$ cat src/rtl/core/sse_pkg.sv
// ----------------------------------------------------------------------------
// sse_pkg
// Shared types and constants of the sliding slope estimator and corrector.
// ----------------------------------------------------------------------------
package sse_pkg;

  // Default window length of the delay line.
  localparam int unsigned WINDOW_SIZE_DEF = 29;

  // Depth of the request queue between the front and the back.
  localparam int unsigned QUEUE_DEPTH = 2;

  // Field and register widths.
  localparam int unsigned SAMPLE_W = 16;
  localparam int unsigned GAIN_W   = 24;
  localparam int unsigned THR_W    = 16;
  localparam int unsigned WSUM_W   = 24;
  localparam int unsigned Q_W      = 32;
  localparam int unsigned ADDR_W   = 5;
  localparam int unsigned DATA_W   = 32;

  // Shared multiplier: 32-bit signed operand times a 25-bit signed gain.
  localparam int unsigned MUL_B_W  = GAIN_W + 1;
  localparam int unsigned MUL_P_W  = Q_W + MUL_B_W;

  // Register values after reset.
  localparam logic [GAIN_W-1:0] SLOPE_GAIN_RST = 24'd14580;
  localparam logic [GAIN_W-1:0] GAIN_K_RST     = 24'd65536;
  localparam logic [GAIN_W-1:0] STEP_RATIO_RST = 24'd20480;
  localparam logic [GAIN_W-1:0] GAIN_G_RST     = 24'd655360;
  localparam logic [THR_W-1:0]  FLUSH_THR_RST  = 16'd1;

  // Register index, taken from the word address.
  typedef enum logic [2:0] {
    REG_SLOPE_GAIN = 3'd0,
    REG_GAIN_K     = 3'd1,
    REG_STEP_RATIO = 3'd2,
    REG_GAIN_G     = 3'd3,
    REG_FLUSH_THR  = 3'd4
  } sse_reg_e;

  // Configuration seen by the back.
  typedef struct packed {
    logic [GAIN_W-1:0] slope_gain;
    logic [GAIN_W-1:0] gain_k;
    logic [GAIN_W-1:0] step_ratio;
    logic [GAIN_W-1:0] gain_g;
    logic [THR_W-1:0]  flush_threshold;
  } sse_cfg_t;

  // Head of the request queue.
  typedef struct packed {
    logic                       valid;
    logic signed [SAMPLE_W-1:0] sample;
  } sse_head_t;

  // Back sequencer states.
  typedef enum logic [3:0] {
    ST_IDLE,
    ST_SUM,
    ST_MUL_RATE,
    ST_SAT_RATE,
    ST_MUL_K,
    ST_ERR,
    ST_MUL_STEP,
    ST_INTEG,
    ST_MUL_G,
    ST_CORR
  } sse_state_e;

  // Operand selection of the shared multiplier.
  typedef enum logic [1:0] {
    MS_SUM,
    MS_RATE,
    MS_STEP,
    MS_GAIN_G
  } sse_mul_sel_e;

  // Control decoded from the back sequencer state.
  typedef struct packed {
    logic         pop;
    logic         sum_init;
    logic         sum_run;
    logic         mul_en;
    sse_mul_sel_e mul_sel;
    logic         ld_flush;
    logic         mem_we;
    logic         ld_rate;
    logic         ld_err;
    logic         ld_integ;
    logic         ld_out;
  } sse_ctl_t;

endpackage

$ cat src/rtl/core/sse_front.sv
// ----------------------------------------------------------------------------
// sse_front
// Accepts samples and holds them in a short queue until the back takes them.
// ----------------------------------------------------------------------------
module sse_front
  import sse_pkg::*;
(
  input  logic                       clk_i,
  input  logic                       rst_ni,
  input  logic                       in_valid_i,
  output logic                       in_ready_o,
  input  logic signed [SAMPLE_W-1:0] sample_i,
  output sse_head_t                  head_o,
  input  logic                       pop_i
);

  localparam int unsigned PTR_W = (QUEUE_DEPTH > 1) ? $clog2(QUEUE_DEPTH) : 1;
  localparam int unsigned CNT_W = $clog2(QUEUE_DEPTH + 1);

  logic signed [SAMPLE_W-1:0] slot_q [QUEUE_DEPTH];
  logic [PTR_W-1:0]           wr_ptr_q, wr_ptr_d;
  logic [PTR_W-1:0]           rd_ptr_q, rd_ptr_d;
  logic [CNT_W-1:0]           cnt_q, cnt_d;
  logic                       push;
  logic                       pop;

  // A request is taken whenever a slot is free.
  assign in_ready_o = (cnt_q != CNT_W'(QUEUE_DEPTH));
  assign push       = in_valid_i && in_ready_o;
  assign pop        = pop_i && (cnt_q != '0);

  // Pointer and fill count update.
  always_comb begin
    wr_ptr_d = wr_ptr_q;
    rd_ptr_d = rd_ptr_q;
    cnt_d    = cnt_q;
    if (push) begin
      wr_ptr_d = (wr_ptr_q == PTR_W'(QUEUE_DEPTH - 1)) ? '0 : wr_ptr_q + 1'b1;
    end
    if (pop) begin
      rd_ptr_d = (rd_ptr_q == PTR_W'(QUEUE_DEPTH - 1)) ? '0 : rd_ptr_q + 1'b1;
    end
    case ({push, pop})
      2'b10:   cnt_d = cnt_q + 1'b1;
      2'b01:   cnt_d = cnt_q - 1'b1;
      default: cnt_d = cnt_q;
    endcase
  end

  always_ff @(posedge clk_i or negedge rst_ni) begin
    if (!rst_ni) begin
      wr_ptr_q <= '0;
      rd_ptr_q <= '0;
      cnt_q    <= '0;
    end else begin
      wr_ptr_q <= wr_ptr_d;
      rd_ptr_q <= rd_ptr_d;
      cnt_q    <= cnt_d;
    end
  end

  // Queue storage needs no reset.
  always_ff @(posedge clk_i) begin
    if (push) begin
      slot_q[wr_ptr_q] <= sample_i;
    end
  end

  // Oldest waiting request.
  assign head_o.valid  = (cnt_q != '0);
  assign head_o.sample = slot_q[rd_ptr_q];

endmodule

$ cat config.mk
export PLATFORM = sky130hd
export DESIGN_NAME = sse_front
export DESIGN_NICKNAME = d
export VERILOG_FILES = /design/src/rtl/core/sse_pkg.sv /design/src/rtl/core/sse_front.sv
export SDC_FILE = /design/constraint.sdc
export NUM_CORES = 1
export LEC_CHECK = 0
export BUFFER_PORTS_ARGS = -buffer_cell sky130_fd_sc_hd__buf_2
export CORE_ASPECT_RATIO = 1.75
export CORE_UTILIZATION = 50
export CTS_CLUSTER_SIZE = 28
export DETAILED_ROUTE_END_ITERATION = 7
export PLACE_DENSITY = 0.77
export SLEW_MARGIN = 20
export SYNTH_ARGS = -nofsm -noshare
export SYNTH_HDL_FRONTEND = slang
export SYNTH_SLANG_ARGS = --single-unit
$ cat constraint.sdc
create_clock -name clk_i -period 1.98 [get_ports clk_i]
set_input_delay 0.396 -clock clk_i [delete_from_list [all_inputs] [get_ports clk_i]]
set_output_delay 0.396 -clock clk_i [all_outputs]
set_load 0.05 [all_outputs]
Word-level counts from Yosys, hierarchy flattened:

Memory sizes are Yosys's and may differ from the RTL's.
Cells that the tools add are included.

* RAM bits: 32
* input bits: 20
* memories kept: 1
* word-level logic and storage cells: 20
* register bits: 4
* output and inout bits: 18

* muxes and demuxes: 5
* reductions and logical operators: 4
* add/sub/neg operators: 4
* equality and inequality tests: 3

Memories
* slot_q: words 2, bits a word 16, rd ports 1, clocked after memory_dff 0, wr ports 1, RTL line sse_front.sv:20 `logic signed [SAMPLE_W-1:0] slot_q [QUEUE_DEPTH];`

Operators with widths (number)
* $mux 1: 4
* $pmux 2 s2: 1
* $reduce_bool 2->1: 2
* $add 1x1->1 const B: 2
* $add 2x1->2 const B: 1
* $eq 2x1->1 const B: 1
* $eq 2x2->1 const B: 1
* $logic_and 1x1->1: 2
* $ne 2x2->1 const B: 1
* $sub 2x1->2 const B: 1

Depth between registers and ports, before layout:

* depth after elaboration: 4
* mapped depth: 6
* depth with buffers taken out: 6

Least setup slack after synthesis:

Ideal clock, no wire load.

* path kind: register -> register
* start: register cnt_q[0]
* end: memory slot_q[0][0] (enable)
* buffers on the path: 0
* path slack: -0.182 ns
* library setup time: 0.388 ns
* arrival time: 1.774 ns
* clock period less this slack: 2.162 ns
* stages on the path, launching flop included: 4
* data required time: 1.592 ns
* cells stage by stage: dfrtp_1 nand2b_1 nand2_1 nor2_1

* longest elaborated chain between the ends: 4

Ends and longest elaborated chain
* start, declared: RTL line sse_front.sv:23 `logic [CNT_W-1:0] cnt_q, cnt_d;`
* start signal, assigned: RTL line sse_front.sv:58 `cnt_q <= cnt_d;`
* $ne 2x2->1: RTL line sse_front.sv:28 `assign in_ready_o = (cnt_q != CNT_W'(QUEUE_DEPTH));`
* named net in_ready_o: RTL line sse_front.sv:11 `output logic in_ready_o,`
* $logic_and 1x1->1: RTL line sse_front.sv:29 `assign push = in_valid_i && in_ready_o;`
* $mux 1: RTL line sse_front.sv:64 `if (push) begin`
* $mux 1 (implied by the code): RTL line sse_front.sv:65 `slot_q[wr_ptr_q] <= sample_i;`
* end, declared: RTL line sse_front.sv:20

The timed path passes the listed nets, and every way through them passes these cells.

==> reports/summary.md <==
The flow ran to the end, and the final reports show no timing, DRC or antenna violations. The leakage power summed over all cells came out at 0.6650 nW. The average instance in the mapped netlist occupies 20.28 um2.

The synthesized netlist contains 13 unique library cells. Flip-flop and latch count after synthesis: 36. The clock input transition at the sequential cells of the worst setup and hold paths was 70 ps; the achievable frequency was 531.5 MHz. The clock latency at the later pin of the worst-skew pair was 290 ps; the cell count after placement was 132. In this run the tightest slew margin relative to its limit is 77.21%.

Summed over all nets, the half-perimeter wirelength after detailed placement is 1535 um. The standard-cell row count came out at 24. Setup repair after global routing left no endpoint under its margin. Entering global routing, the biggest net connects 17 pins.

The maximum net fanout on the critical path was 16. The critical path in this run is classified as flip-flop to output pin. The first global-routing pass estimated 3512 um of wire. In this run the count of I/O pins placed on the die edge is 38. The tools report the number of search-and-repair iterations in the first detailed-routing pass as 4.

After detailed routing, the total wire length is 2142 um. The count of nets after finishing is 135. The proportion of layout cells with a drive suffix above 1 is 57.39%, and the number of global-route vias before repair is 801. Setup violations remaining at the end of the flow were counted as 0. The required time of the worst setup path is 1580 ps. The H-tree was split into 2 levels. After clock tree synthesis, the repair step resized 0 gates. The detail route stage leaves a number of antenna-violating nets equal to 0. In the final timing run, aggregate negative setup slack is 0 ps.

The run gives 53.87% as the starting utilization of the core area. The peak supply drop is 1.321 mV, and the max-slew violation count is 0. TritonCTS built the clock tree. Counting the buffers created by CTS gives 5. The layout overhead on the synthesized area is 23.57%.

The core region is 2522 um2. For the finished layout, the period the worst path requires is 1882 ps. Synthesis handed over a netlist of 67 instances.

In the routed design, unresolved DRC markers number 0. Total via count in the routed design: 723. In this run the power density over the cells is 1733 nW/um2. The floorplan step set the die width to 41.41 um. Clock skew on the completed layout was measured at 11.52 ps. In this run, the number of DRC markers left after iteration 0 of detailed routing was 18.

Summing the sequential cell areas from Yosys gives 78.08% of the chip area. At the end of the flow the core is filled with cells to 66.57%. Leaving out fill and tap cells, the most frequent cells in the layout are sky130_fd_sc_hd__buf_2, sky130_fd_sc_hd__edfxtp_1, sky130_fd_sc_hd__mux2_2, sky130_fd_sc_hd__clkbuf_8.

No sink is reached through more buffers than the 2 on the longest clock path. The run gives 2.910 mW as the total design power. The cell area after synthesis is 1359 um2, and the number of fillers in the final layout is 196.

The part of the cycle the worst path needs was 95.03%; the measured slew at the worst slew-check pin was 341.5 ps. Cell count of the worst hold path: 1. STA classifies the critical path startpoint as a flip-flop. 0 antenna diodes ended up in the layout. The logs give 0 for the hold violation total from the final report and 88 for the total nets after synthesis. The Yosys step of the flow raised 0 warnings. The mean number of vias per cell was 5.128. For the worst flop-to-flop path, the logic depth is 5. Critical path endpoint category: an output pin.

Worst hold slack across all endpoints: 294.2 ps. For this run, the total global-route usage over all layers was measured as 17.31%. The CTS sink count was 36; the initial antenna violation count was 0. The run gives 0 as the max-cap violation count.

Clock root buffer master: sky130_fd_sc_hd__clkbuf_8. The post-route non-filler standard cell count was 141. Data on the critical path arrives at its endpoint at 1490 ps. The count of buffers added on input and output ports is 37. The floorplan step defined a die boundary enclosing 2938 um2.

The worst hold path belongs to the class input pin to flip-flop. Measured along the y axis, the die boundary spans 70.96 um. The total overflow reported by the global router is 0.

Wire length per cell after detailed routing: 15.19 um. The tools report the final estimated routing congestion in global placement as 0.6551. The commonest non-fill, non-tap cell in the layout is sky130_fd_sc_hd__buf_2.
-- stage by stage --
stage          instance area, um2  setup WS, ps
6_report                     1679         98.40
5_1_grt                      1679         25.56
4_1_cts                      1679         64.83
3_5_place_dp                 1587         385.8
3_3_place_gp                 1587         420.5
2_1_floorplan                1361         66.07
-- flip-flops by register name, indices dropped and copies added, names as in the netlist --
register  count
slot_q       32
wr_ptr_q      1
cnt_q         2
rd_ptr_q      1
-- Yosys cell counts --
master | number | area share [%]
sky130_fd_sc_hd__nand2b_1 | 1 | 0.46
sky130_fd_sc_hd__and3_1 | 1 | 0.46
sky130_fd_sc_hd__nand2_1 | 1 | 0.28
sky130_fd_sc_hd__edfxtp_1 | 32 | 71
sky130_fd_sc_hd__and2_4 | 1 | 0.64
sky130_fd_sc_hd__buf_6 | 2 | 1.7
sky130_fd_sc_hd__xnor2_1 | 3 | 1.9
sky130_fd_sc_hd__or2_1 | 1 | 0.46
sky130_fd_sc_hd__xor2_1 | 2 | 1.3
sky130_fd_sc_hd__nor2_1 | 2 | 0.55
sky130_fd_sc_hd__mux2_2 | 16 | 13
sky130_fd_sc_hd__dfrtp_1 | 4 | 7.4
sky130_fd_sc_hd__ha_1 | 1 | 0.92
-- kinds of logic after synthesis --
family / synth area share [%]
adders and majority gates: 0.9207
DFF: 78.08
muxes: 13.26
xor gates and xnor gates: 3.223
and+or+nand+nor: 2.855
buffers and inverters: 1.657
-- layer usage --
| metal | global-route usage [%] | wire length, um |
|---|---|---|
| met5 | 0 | 0 |
| met4 | 11.47 | 40 |
| met3 | 7.398 | 120 |
| met2 | 29.17 | 1218 |
| met1 | 16.67 | 763 |
-- worst max-delay path, stage by stage (launching register included) --
cell and delay [ps]:
sky130_fd_sc_hd__dfrtp_1 370, sky130_fd_sc_hd__buf_4 250, sky130_fd_sc_hd__mux2_2 370, sky130_fd_sc_hd__buf_2 210
-- worst paths after layout --
path	start	endpoint	slack, ps
max reg2reg	cnt_q[0]$_DFFE_PN0P_	cnt_q[1]$_DFFE_PN0P_	460
max in group asynchronous	rst_ni	cnt_q[1]$_DFFE_PN0P_	1400
max	rd_ptr_q$_DFFE_PN0P_	head_o[13]	100
min	sample_i[6]	slot_q[0][6]$_DFFE_PP_	290
min in group asynchronous	rst_ni	rd_ptr_q$_DFFE_PN0P_	460
min reg2reg	rd_ptr_q$_DFFE_PN0P_	rd_ptr_q$_DFFE_PN0P_	490
-- area by class of cell --
type	instances	area, um2	area share (%)
Clock inverter	3	13.76	0.8197
Sequential cell	36	1061	63.19
Tap cell	26	32.53	1.937
Multi-Input combinational cell	29	277.8	16.54
Clock buffer	5	68.82	4.098
Timing Repair Buffer	42	225.2	13.41
-- repair_timing --
action,in CTS,in global routing
hold buffers,1,0
endpoints found under the hold margin,4,0
setup buffers,0,0
endpoints found under the setup margin,0,0
-- report_power, final --
part	leakage (nW)	internal (mW)	switching, mW	total, mW
combinational	0.276	0.401	0.913	1.31
clock	0.0453	0.238	0.237	0.475
sequential	0.344	1.05	0.0712	1.12
No activity file was read; power rests on OpenSTA's default activity.
